$ cat src/sv/convolution_5x5_rgba_unit_macros.svh
// Assertion helpers shared by the convolution block.
`ifndef CONVOLUTION_5X5_RGBA_UNIT_MACROS_SVH
`define CONVOLUTION_5X5_RGBA_UNIT_MACROS_SVH

// Same-cycle implication, disabled while reset is low.
`define CNV5_ASSERT_IMP(lbl, clk, rst_n, ante, cons, msg) \
    lbl: assert property (@(posedge clk) disable iff (!rst_n) (ante) |-> (cons)) else $error(msg);

// Next-cycle implication, disabled while reset is low.
`define CNV5_ASSERT_NXT(lbl, clk, rst_n, ante, cons, msg) \
    lbl: assert property (@(posedge clk) disable iff (!rst_n) (ante) |=> (cons)) else $error(msg);

`endif

$ cat src/sv/cnv5_pkg.sv
`timescale 1ns / 1ps
// ----------------------------------------------------------------------------
// cnv5_pkg
// Shared types and fixed constants of the 5x5 RGBA convolution block.
// ----------------------------------------------------------------------------
package cnv5_pkg;

    localparam int N_TAP     = 5;
    localparam int PIX_W     = 8;
    localparam int PIX_MAX   = 255;
    localparam int EDGE_OFS  = -2;
    localparam int FW_W      = 11;
    localparam int FH_W      = 13;
    localparam int BIAS_W    = 11;
    localparam int CFG_IDX_W = 3;

    // Configuration register indexes.
    typedef enum logic [CFG_IDX_W-1:0] {
        CFG_COEF_0 = 3'd0,
        CFG_COEF_1 = 3'd1,
        CFG_COEF_2 = 3'd2,
        CFG_COEF_3 = 3'd3,
        CFG_COEF_4 = 3'd4,
        CFG_BIAS   = 3'd5,
        CFG_WIDTH  = 3'd6,
        CFG_HEIGHT = 3'd7
    } t_cfg_idx;

    // Stored pixel, red in the low byte.
    typedef struct packed {
        logic [PIX_W-1:0] alpha;
        logic [PIX_W-1:0] blue;
        logic [PIX_W-1:0] green;
        logic [PIX_W-1:0] red;
    } t_pixel;

    // Control that travels with each memory access.
    typedef struct packed {
        logic       valid;
        logic       we;
        logic       first;
        logic       last;
        logic       centre;
        logic [2:0] tr;
        logic [2:0] tc;
    } t_tap_tag;

    // Filtered result of one output pixel.
    typedef struct packed {
        logic [PIX_W-1:0] red;
        logic [PIX_W-1:0] green;
        logic [PIX_W-1:0] blue;
        logic [PIX_W-1:0] alpha;
    } t_result;

endpackage

$ cat src/sv/cnv5_addr.sv
`timescale 1ns / 1ps
// ----------------------------------------------------------------------------
// cnv5_addr
// Three-stage ring address unit: (row * width + col) mod (5 * MAX_WIDTH).
// ----------------------------------------------------------------------------
module cnv5_addr #(
    parameter int MAX_WIDTH  = 1024,
    parameter int MAX_HEIGHT = 4096
) (
    input  logic                                  i_clk,
    input  logic                                  i_rst_n,
    input  cnv5_pkg::t_tap_tag                    i_tag,
    input  logic [(MAX_HEIGHT > 1 ? $clog2(MAX_HEIGHT) : 1)-1:0] i_row,
    input  logic [$clog2(MAX_WIDTH)-1:0]          i_col,
    input  logic [$clog2(MAX_WIDTH+1)-1:0]        i_w,
    input  cnv5_pkg::t_pixel                      i_pix,
    output cnv5_pkg::t_tap_tag                    o_tag,
    output logic [$clog2(5*MAX_WIDTH)-1:0]        o_addr,
    output cnv5_pkg::t_pixel                      o_pix
);

    localparam int ROW_W = (MAX_HEIGHT > 1) ? $clog2(MAX_HEIGHT) : 1;
    localparam int WU_W  = $clog2(MAX_WIDTH + 1);
    localparam int RING  = 5 * MAX_WIDTH;
    localparam int AW    = $clog2(RING);
    localparam int KP_W  = $clog2(MAX_WIDTH * MAX_HEIGHT);
    localparam int K_W   = (KP_W > AW + 1) ? KP_W : AW + 1;
    localparam int RECIP = (2 ** K_W) / RING;
    localparam int RC_W  = $clog2(RECIP + 1);
    localparam int TG_W  = $bits(cnv5_pkg::t_tap_tag);

    cnv5_pkg::t_tap_tag r_tag1, r_tag2;
    cnv5_pkg::t_pixel   r_pix1, r_pix2;
    logic [K_W-1:0]     r_k1, r_k2;
    logic [RC_W-1:0]    r_q;
    logic [ROW_W+WU_W:0] w_k_full;
    logic [K_W+RC_W-1:0] w_qp;
    logic [K_W-1:0]     w_rem;

    // Linear position, then quotient estimate by reciprocal, then remainder.
    assign w_k_full = i_row * i_w + i_col;
    assign w_qp     = r_k1 * RC_W'(RECIP);
    assign w_rem    = r_k2 - K_W'(r_q * RING);

    // Three stages: valid flags are reset, the payload simply follows.
    always_ff @(posedge i_clk) begin
        if (!i_rst_n) begin
            r_tag1.valid <= 1'b0;
            r_tag2.valid <= 1'b0;
            o_tag.valid  <= 1'b0;
        end else begin
            r_tag1.valid <= i_tag.valid;
            r_tag2.valid <= r_tag1.valid;
            o_tag.valid  <= r_tag2.valid;
        end
        r_tag1[TG_W-2:0] <= i_tag[TG_W-2:0];
        r_pix1 <= i_pix;
        r_k1   <= K_W'(w_k_full);
        r_tag2[TG_W-2:0] <= r_tag1[TG_W-2:0];
        r_pix2 <= r_pix1;
        r_k2   <= r_k1;
        r_q    <= w_qp[K_W +: RC_W];
        o_tag[TG_W-2:0] <= r_tag2[TG_W-2:0];
        o_pix  <= r_pix2;
        if (w_rem >= K_W'(RING)) begin
            o_addr <= AW'(w_rem - K_W'(RING));
        end else begin
            o_addr <= AW'(w_rem);
        end
    end

endmodule

$ cat config.mk
export PLATFORM = sky130hd
export DESIGN_NAME = cnv5_addr
export DESIGN_NICKNAME = d
export VERILOG_FILES = /design/src/sv/convolution_5x5_rgba_unit_macros.svh /design/src/sv/cnv5_pkg.sv /design/src/sv/cnv5_addr.sv
export SDC_FILE = /design/constraint.sdc
export NUM_CORES = 1
export LEC_CHECK = 0
export BUFFER_PORTS_ARGS = -buffer_cell sky130_fd_sc_hd__buf_2
export CAP_MARGIN = 20
export CORE_MARGIN = 3
export CORE_UTILIZATION = 45
export DETAILED_ROUTE_END_ITERATION = 8
export GPL_ROUTABILITY_DRIVEN = 0
export SLEW_MARGIN = 20
export SYNTH_ARGS = -nofsm -noshare
export SYNTH_HDL_FRONTEND = slang
export SYNTH_SLANG_ARGS = --single-unit
export TNS_END_PERCENT = 5
$ cat constraint.sdc
create_clock -name i_clk -period 6.8 [get_ports i_clk]
set_clock_uncertainty 0.2 [all_clocks]
set_input_delay 0.34 -clock i_clk [delete_from_list [all_inputs] [get_ports i_clk]]
set_output_delay 0.34 -clock i_clk [all_outputs]
set_load 0.005 [all_outputs]
== After elaboration in Yosys (flattened, before gate mapping) ==
Cells that the tools add are included.

* Order comparisons: 1
* Multipliers: 3
* Divide/modulo/power cells: 0
* Reductions and logical operators: 0
* Multiplexer cells: 1
* $add $sub $neg: 3
* Bitwise operators: 0
* Shift operators: 0
* Equality and inequality tests: 0

{| class="wikitable"
|+ Operators by type and width
! kind !! number
|-
| multiplier 22 x 10 -> 32 bit, second input constant || 1
|-
| adder 22 x 10 -> 22 bit || 1
|-
| greater-or-equal comparator 22 x 13 -> 1 bit, second input constant || 1
|-
| multiplier 12 x 11 -> 22 bit || 1
|-
| subtractor 22 bit || 1
|-
| 2-to-1 mux 13 bit || 1
|-
| subtractor 13 bit, second input constant || 1
|-
| multiplier 10 x 3 -> 12 bit, second input constant || 1
|}

* Bits in writable memories: 0
* ROM bits: 0
* Word-level logic and storage cells: 45
* Output and inout port bits: 56
* Register bits: 196
* Bits in latches: 0
* Memories kept: 0

== Longest topological paths before layout ==
Gate-level depths: netlist (run 1).

* Depth in word-level cells: 4
* Gate-level depth with buffers: 21
* Depth with buffers taken out: 20

== Least setup slack after synthesis (run 1) ==
OpenSTA, ideal clock, no wires.

* Path type: input to register
* Start point: input i_row[3] in the netlist's numbering
* End point: register r_k1[18]
* Path buffers: 1
* Arrival time: 5.040 ns
* Library setup time: 0.127 ns
* Stages on the path: 19
* Slack: 1.433 ns
* Cell sequence: clkbuf_1 -> and2_1 -> fa_1 -> inv_1 -> fa_1 -> inv_1 -> fa_1 -> fa_1 -> inv_1 -> fa_1 -> inv_1 -> ha_1 -> a21o_1 -> a21o_1 -> a31oi_1 -> o221ai_1 -> a21oi_1 -> o21ai_0 -> xor2_1

* Longest elaborated chain between the ends: 2

{| class="wikitable"
|+ Ends and longest elaborated chain
! what !! line !! RTL
|-
| start: declaration || cnv5_addr.sv:13 || <nowiki>input logic [(MAX_HEIGHT > 1 ? $clog2(MAX_HEIGHT) : 1)-1:0] i_row,</nowiki>
|-
| multiplier 12 x 11 -> 22 bit || cnv5_addr.sv:41 || <nowiki>assign w_k_full = i_row * i_w + i_col;</nowiki>
|-
| adder 22 x 10 -> 22 bit || cnv5_addr.sv:41 ||
|-
| named net w_k_full[18] || cnv5_addr.sv:36 || <nowiki>logic [ROW_W+WU_W:0] w_k_full;</nowiki>
|-
| end signal: assignment || cnv5_addr.sv:58 || <nowiki>r_k1 <= K_W'(w_k_full);</nowiki>
|-
| end: declaration || cnv5_addr.sv:34 || <nowiki>logic [K_W-1:0] r_k1, r_k2;</nowiki>
|}

The timed path passes the listed nets, and every way through them passes these cells.
A chain may end at the register's enable or synchronous reset.

== Worst setup path in the final report (run 1) ==
* Start point: register r_k1[9]
* End point: register r_q[9]

* Longest elaborated chain between the ends: 1

{| class="wikitable"
|+ Ends and longest elaborated chain
! what !! line !! RTL
|-
| multiplier 22 x 10 -> 32 bit || cnv5_addr.sv:42 || <nowiki>assign w_qp = r_k1 * RC_W'(RECIP);</nowiki>
|-
| named net w_qp[31] || cnv5_addr.sv:37 || <nowiki>logic [K_W+RC_W-1:0] w_qp;</nowiki>
|-
| end signal: assignment || cnv5_addr.sv:62 || <nowiki>r_q <= w_qp[K_W +: RC_W];</nowiki>
|-
| end: declaration || cnv5_addr.sv:35 || <nowiki>logic [RC_W-1:0] r_q;</nowiki>
|}

The timed path passes the listed nets, and every way through them passes these cells.

==> results of run 1 <==
-- metrics by stage --
stage | util, % | hold slack [ps] | setup slack [ps] | cells
after global routing | 53.6 | 120 | 1140 | 1888
final | 53.6 | 114 | 1400 | 1888
after global placement | 49.9 | 110 | 1180 | 1810
after detailed placement | 49.9 | 112 | 1120 | 1810
after CTS | 53.6 | 120 | 1390 | 1888
after floorplan | - | 110 | 1430 | 1318
-- kinds of logic (layout without fill, tap and decap cells) --
| family | count (synthesis) | count (layout) | share of synthesized area (%) |
|---|---|---|---|
| xor gates and xnor gates | 39 | 39 | 2.53 |
| buffers and inverters | 331 | 517 | 9.23 |
| adders and majority gates | 359 | 359 | 42.7 |
| DFF | 196 | 196 | 29.1 |
| AOI/OAI and AO/OA | 137 | 137 | 6.79 |
| muxes | 2 | 2 | 0.149 |
| and+or+nand+nor | 254 | 254 | 9.49 |
-- synth_stat cells, types with 2 or more instances --
cell	instances	area, sq um
o41ai_1	2	17.5
nand2_1	94	353
a31oi_1	6	37.5
nor3_1	13	65.1
nor3b_1	2	15.0
o21ai_0	32	160
a221o_1	2	20.0
nand2b_1	4	25.0
dfxtp_1	196	3920
nor2b_1	11	68.8
xnor2_1	26	228
inv_1	306	1150
a21boi_0	3	22.5
o211ai_1	4	30.0
a41oi_1	2	17.5
nor4b_1	2	17.5
fa_1	168	3360
nand4b_1	3	26.3
or2_2	2	12.5
clkbuf_1	24	90.1
a21o_1	20	150
ha_1	191	2390
nor4_1	3	18.8
and2_1	67	419
a21oi_1	28	140
a211oi_1	7	52.6
nand3_1	8	40.0
o31ai_1	2	15.0
mux2i_1	2	20.0
a2111oi_0	2	17.5
and3_1	7	43.8
nor2_1	28	105
nand4_1	6	37.5
xor2_1	13	114
o21a_1	7	52.6
o21bai_1	4	30.0
-- final timing paths --
path	start	slack, ps	end
max	r_k1[9]	1400	r_q[9]
min reg2reg	r_pix1[31]	110	r_pix2[31]
max reg2reg	r_k1[9]	1400	r_q[9]
min	r_pix1[31]	110	r_pix2[31]
-- state kept, by name, summed over array words and instances (netlist names) --
| name | cells |
|---|---|
| o_tag | 11 |
| o_pix | 32 |
| r_tag1 | 11 |
| r_pix2 | 32 |
| r_k2 | 22 |
| r_k1 | 22 |
| r_q | 10 |
| o_addr | 13 |
| r_tag2 | 11 |
| r_pix1 | 32 |
-- critical path: stages, from the launching register on --
cell,delay [ps]
dfxtp_1,530
ha_1,300
inv_1,120
fa_1,450
fa_1,510
inv_1,50
fa_1,470
inv_1,50
fa_1,470
inv_1,40
ha_1,320
o21ai_0,170
o21ai_1,80
a211o_1,290
a32oi_2,210
o21ai_2,120
o41a_1,380
or4_1,480
nand3_1,100
-- layout make-up --
class	count	share of cell area (%)
Clock buffer	19	2.91
Sequential cell	196	25.2
Clock inverter	13	0.971
Multi-Input combinational cell	791	53.3
Inverter	306	7.37
Timing Repair Buffer	179	7.22
Tap cell	384	3.08
-- layer usage --
| metal | up-vias | global-route usage, % |
|---|---|---|
| li1 | 4455 | - |
| met1 | 4304 | 23.3 |
| met2 | 143 | 31.1 |
| met3 | 18 | 2.84 |
| met4 | 0 | 3.21 |
| met5 | - | 0 |
==> flow_metrics.env, run 1 <==
export IMPL_highest_layer="met4"
export IMPL_final_hold_viol_count=0
export IMPL_core_sq_mm=0.0291
export IMPL_cp_arrival_ps=5570
export IMPL_wl_met2_um=13600
export IMPL_slew_headroom_pct=54.0
export IMPL_syn_area_per_cell_sq_um=10.2
export IMPL_num_vias=8920
export IMPL_worst_slew_pin_transition_ps=684
export IMPL_place_detailed_hpwl_um=22400
export IMPL_grtUsageTotal_pct=17.7
export IMPL_drv_slew=0
export IMPL_clock_path_buffers=2
export IMPL_cap_violations=0
export IMPL_placed_cell_area_sq_mm=0.0145
export IMPL_dieArea_sq_mm=0.0321
export IMPL_seq_area_sq_mm=0.00392
export IMPL_critPathRequiredTime_ps=6970
export IMPL_routed_via_density=4.72
export IMPL_period_minus_slack_ps=5400
export IMPL_die_x_um=179
export IMPL_synth_cell_types=57
export IMPL_status="complete, no violations"
export IMPL_period_share_pct=79.5
export IMPL_die_height_um=179
export IMPL_netlist_area_sq_mm=0.0135
export IMPL_htree_levels=4
export IMPL_min_path_cells=0
export IMPL_cts_setup_buffers=0
export IMPL_hold_buffers=46
export IMPL_worstSetupPathType="flip-flop to flip-flop"
export IMPL_clk_pin_slew_ps=80
export IMPL_end_kind="flip-flop"
export IMPL_finalSetupViolations=0
export IMPL_max_freq_ghz=0.185
export IMPL_cts_sinks=196
export IMPL_final_fill_count=2640
export IMPL_ys_seq_area_share_pct=29.1
export IMPL_yosysWarnings=0
export IMPL_diodes=0
export IMPL_fin_nets=1928
export IMPL_postSynthCellCount=1318
export IMPL_grt_pass1_wl_um=45200
export IMPL_wl_per_cell_um=14.4
export IMPL_drive_gt1_share_pct=11.4
export IMPL_syn2layout_area_growth_pct=15.7
export IMPL_path_max_fanout=5
export IMPL_fp_row_count=62
export IMPL_synth_ff_type="dfxtp_1"
export IMPL_grt_max_degree=21
export IMPL_hold_class="flip-flop to flip-flop"
export IMPL_wl_met3_um=847
export IMPL_synth_edf_count=0
export IMPL_fin_area_sq_mm=0.0156
export IMPL_boundaryPins=134
export IMPL_start_kind="flip-flop"
export IMPL_dr_pass1_iters=4
export IMPL_drtIter0Drc=344
export IMPL_start_util_pct=46.3
export IMPL_cts_root_buf="clkbuf_16"
export IMPL_ys_ff_latch=196
export IMPL_synth_fp_nets=1755
export IMPL_cts_resized=0
export IMPL_met1_length_um=12400
export IMPL_async_reset_ff_share_pct=0
export IMPL_grt_antenna_before_repair=0
export IMPL_cts_tree="done"
export IMPL_drc=0
export IMPL_ant_nets=0
export IMPL_multi_input_area_sq_mm=0.00831
export IMPL_rsz0062_at_grt="false"
export IMPL_numCtsBuffers=17
export IMPL_final_cell_mix="inv_1 (306), dfxtp_1 (196), ha_1 (191)"
export IMPL_clk_latency_ps=440
export IMPL_final_common_cell="inv_1"
export IMPL_portBuffers=133
export IMPL_grt_pass1_vias=9524
export IMPL_rr_worst_depth=18
export IMPL_drt_total_wl_um=27200
export IMPL_grt_ovfl_total=0
export IMPL_setup_tns_ps=0
Power of run 1 is left out: the tool's default activity adds up to more than one toggle a clock period on the data nets, which glitch-free logic cannot reach.
==> run 2: changes to the inputs <==
- clock period: 6.8 -> 5.55 ns (I/O delays scaled with it)
==> flow_metrics.env, run 2 (synthesis results as in run 1) <==
export IMPL_status="complete, no violations"
export IMPL_die_x_um=179
export IMPL_slowest_delay_ps=500
export IMPL_num_vias=8918
export IMPL_max_freq_ghz=0.188
export IMPL_drt_total_wl_um=26100
export IMPL_cp_arrival_ps=5480
export IMPL_portBuffers=133
export IMPL_final_common_cell="inv_1"
export IMPL_fin_util_pct=54.1
export IMPL_final_hold_viol_count=0
export IMPL_drc=0
export IMPL_grtUsageTotal_pct=17.2
export IMPL_period_minus_slack_ps=5320
export IMPL_drive_gt1_share_pct=12.8
export IMPL_multi_input_area_sq_mm=0.00831
export IMPL_slew_headroom_pct=53.1
export IMPL_die_height_um=179
export IMPL_cts_sinks=196
export IMPL_fin_nets=1944
export IMPL_place_detailed_hpwl_um=21800
export IMPL_dr_pass1_iters=5
export IMPL_numCtsBuffers=17
export IMPL_critPathRequiredTime_ps=5710
export IMPL_hold_class="flip-flop to flip-flop"
export IMPL_finalSetupViolations=0
export IMPL_setup_slack_ps=228
export IMPL_core_sq_mm=0.0291
export IMPL_boundaryPins=134
export IMPL_drv_slew=0
export IMPL_clock_path_buffers=2
export IMPL_htree_levels=4
export IMPL_start_kind="flip-flop"
export IMPL_worstSetupPathType="flip-flop to flip-flop"
export IMPL_grt_max_degree=23
export IMPL_syn2layout_area_growth_pct=16.8
export IMPL_final_fill_count=2590
export IMPL_grt_pass1_vias=9292
export IMPL_cap_violations=0
export IMPL_wl_per_cell_um=13.7
export IMPL_final_cells=1904
export IMPL_cts_tree="done"
export IMPL_grt_ovfl_total=0
export IMPL_grt_antenna_before_repair=0
export IMPL_crit_buf_inv=4
export IMPL_ant_nets=0
export IMPL_reg_top3="o_pix x32, r_pix1 x32, r_pix2 x32"
export IMPL_dp_cells=1825
export IMPL_path_max_fanout=5
export IMPL_start_util_pct=46.3
export IMPL_clk_pin_slew_ps=80
export IMPL_end_kind="flip-flop"
export IMPL_worst_slew_pin_transition_ps=697
export IMPL_final_cell_mix="inv_1 (304), ha_1 (191), dfxtp_1 (190)"
export IMPL_critPathSlowestCell="fa_1"
export IMPL_routed_via_density=4.68
export IMPL_worstPathCellList="ha_1 > inv_1 > fa_1 > fa_1 > inv_1 > fa_1 > inv_1 > fa_1 > inv_1 > ha_1 > a21oi_1 > nor3_1 > a211o_1 > a32oi_2 > o21ai_2 > o41a_1 > or4_1 > nand3_1"
export IMPL_fp_row_count=62
export IMPL_rsz0062_at_grt="false"
export IMPL_diodes=0
export IMPL_period_share_pct=95.9
export IMPL_seq_area_sq_mm=0.00394
export IMPL_path_delay_family="adder cells"
export IMPL_clk_latency_ps=430
export IMPL_drtIter0Drc=341
export IMPL_setup_tns_ps=0
export IMPL_dieArea_sq_mm=0.0321
export IMPL_grt_pass1_wl_um=44300
export IMPL_cts_root_buf="clkbuf_16"
export IMPL_pre_cts_ws_ps=128
-- run 2: layer usage --
layer  GRT usage (%)  vias up  wire length [um]
li1                -     4488                 -
met1            23.3     4283             12200
met2            29.5      130             12900
met3            2.20       17               774
met4            3.44        0               290
met5               0        -                 0
-- run 2: final cells by class --
cell class	instances	area share, %
Timing Repair Buffer	195	7.91
Clock buffer	17	2.70
Sequential cell	196	25.0
Tap cell	384	3.05
Clock inverter	15	1.26
Multi-Input combinational cell	791	52.8
Inverter	306	7.29
-- run 2: final timing paths --
check                                start         end  slack (ps)  cells after the start
worst min-delay path            r_pix1[17]  r_pix2[17]         120                      0
worst max-delay path               r_k1[4]      r_q[9]         230                     18
worst min register to register  r_pix1[17]  r_pix2[17]         120                      0
worst max register to register     r_k1[4]      r_q[9]         230                     18
-- run 2: worst register-to-register path: cells and delay by family (launching register included) --
| kind | cells | cell delay, ps |
|---|---|---|
| AO/OA/AOI/OAI | 5 | 1190 |
| flip-flops | 1 | 490 |
| adder cells (fa/ha/maj) | 6 | 2510 |
| AND/OR/NAND/NOR | 3 | 630 |
| buffers and inverters | 4 | 220 |
-- run 2: what timing repair did --
| item | in CTS | in global routing |
|---|---|---|
| hold buffers | 46 | 0 |
| resized for setup | 0 | 11 |
| setup endpoints to repair | 0 | 2 |
| buffers inserted | 0 | 1 |
| hold endpoints to repair | 46 | 0 |
-- run 2: metrics by stage --
stage                     hold WS [ps]  area (sq um)
final                              124         15700
after global routing               129         15700
after CTS                          121         15700
after detailed placement           112         14600
after global placement             109         14600
after floorplan                    105         13500
Power of run 2 is left out for the same reason.
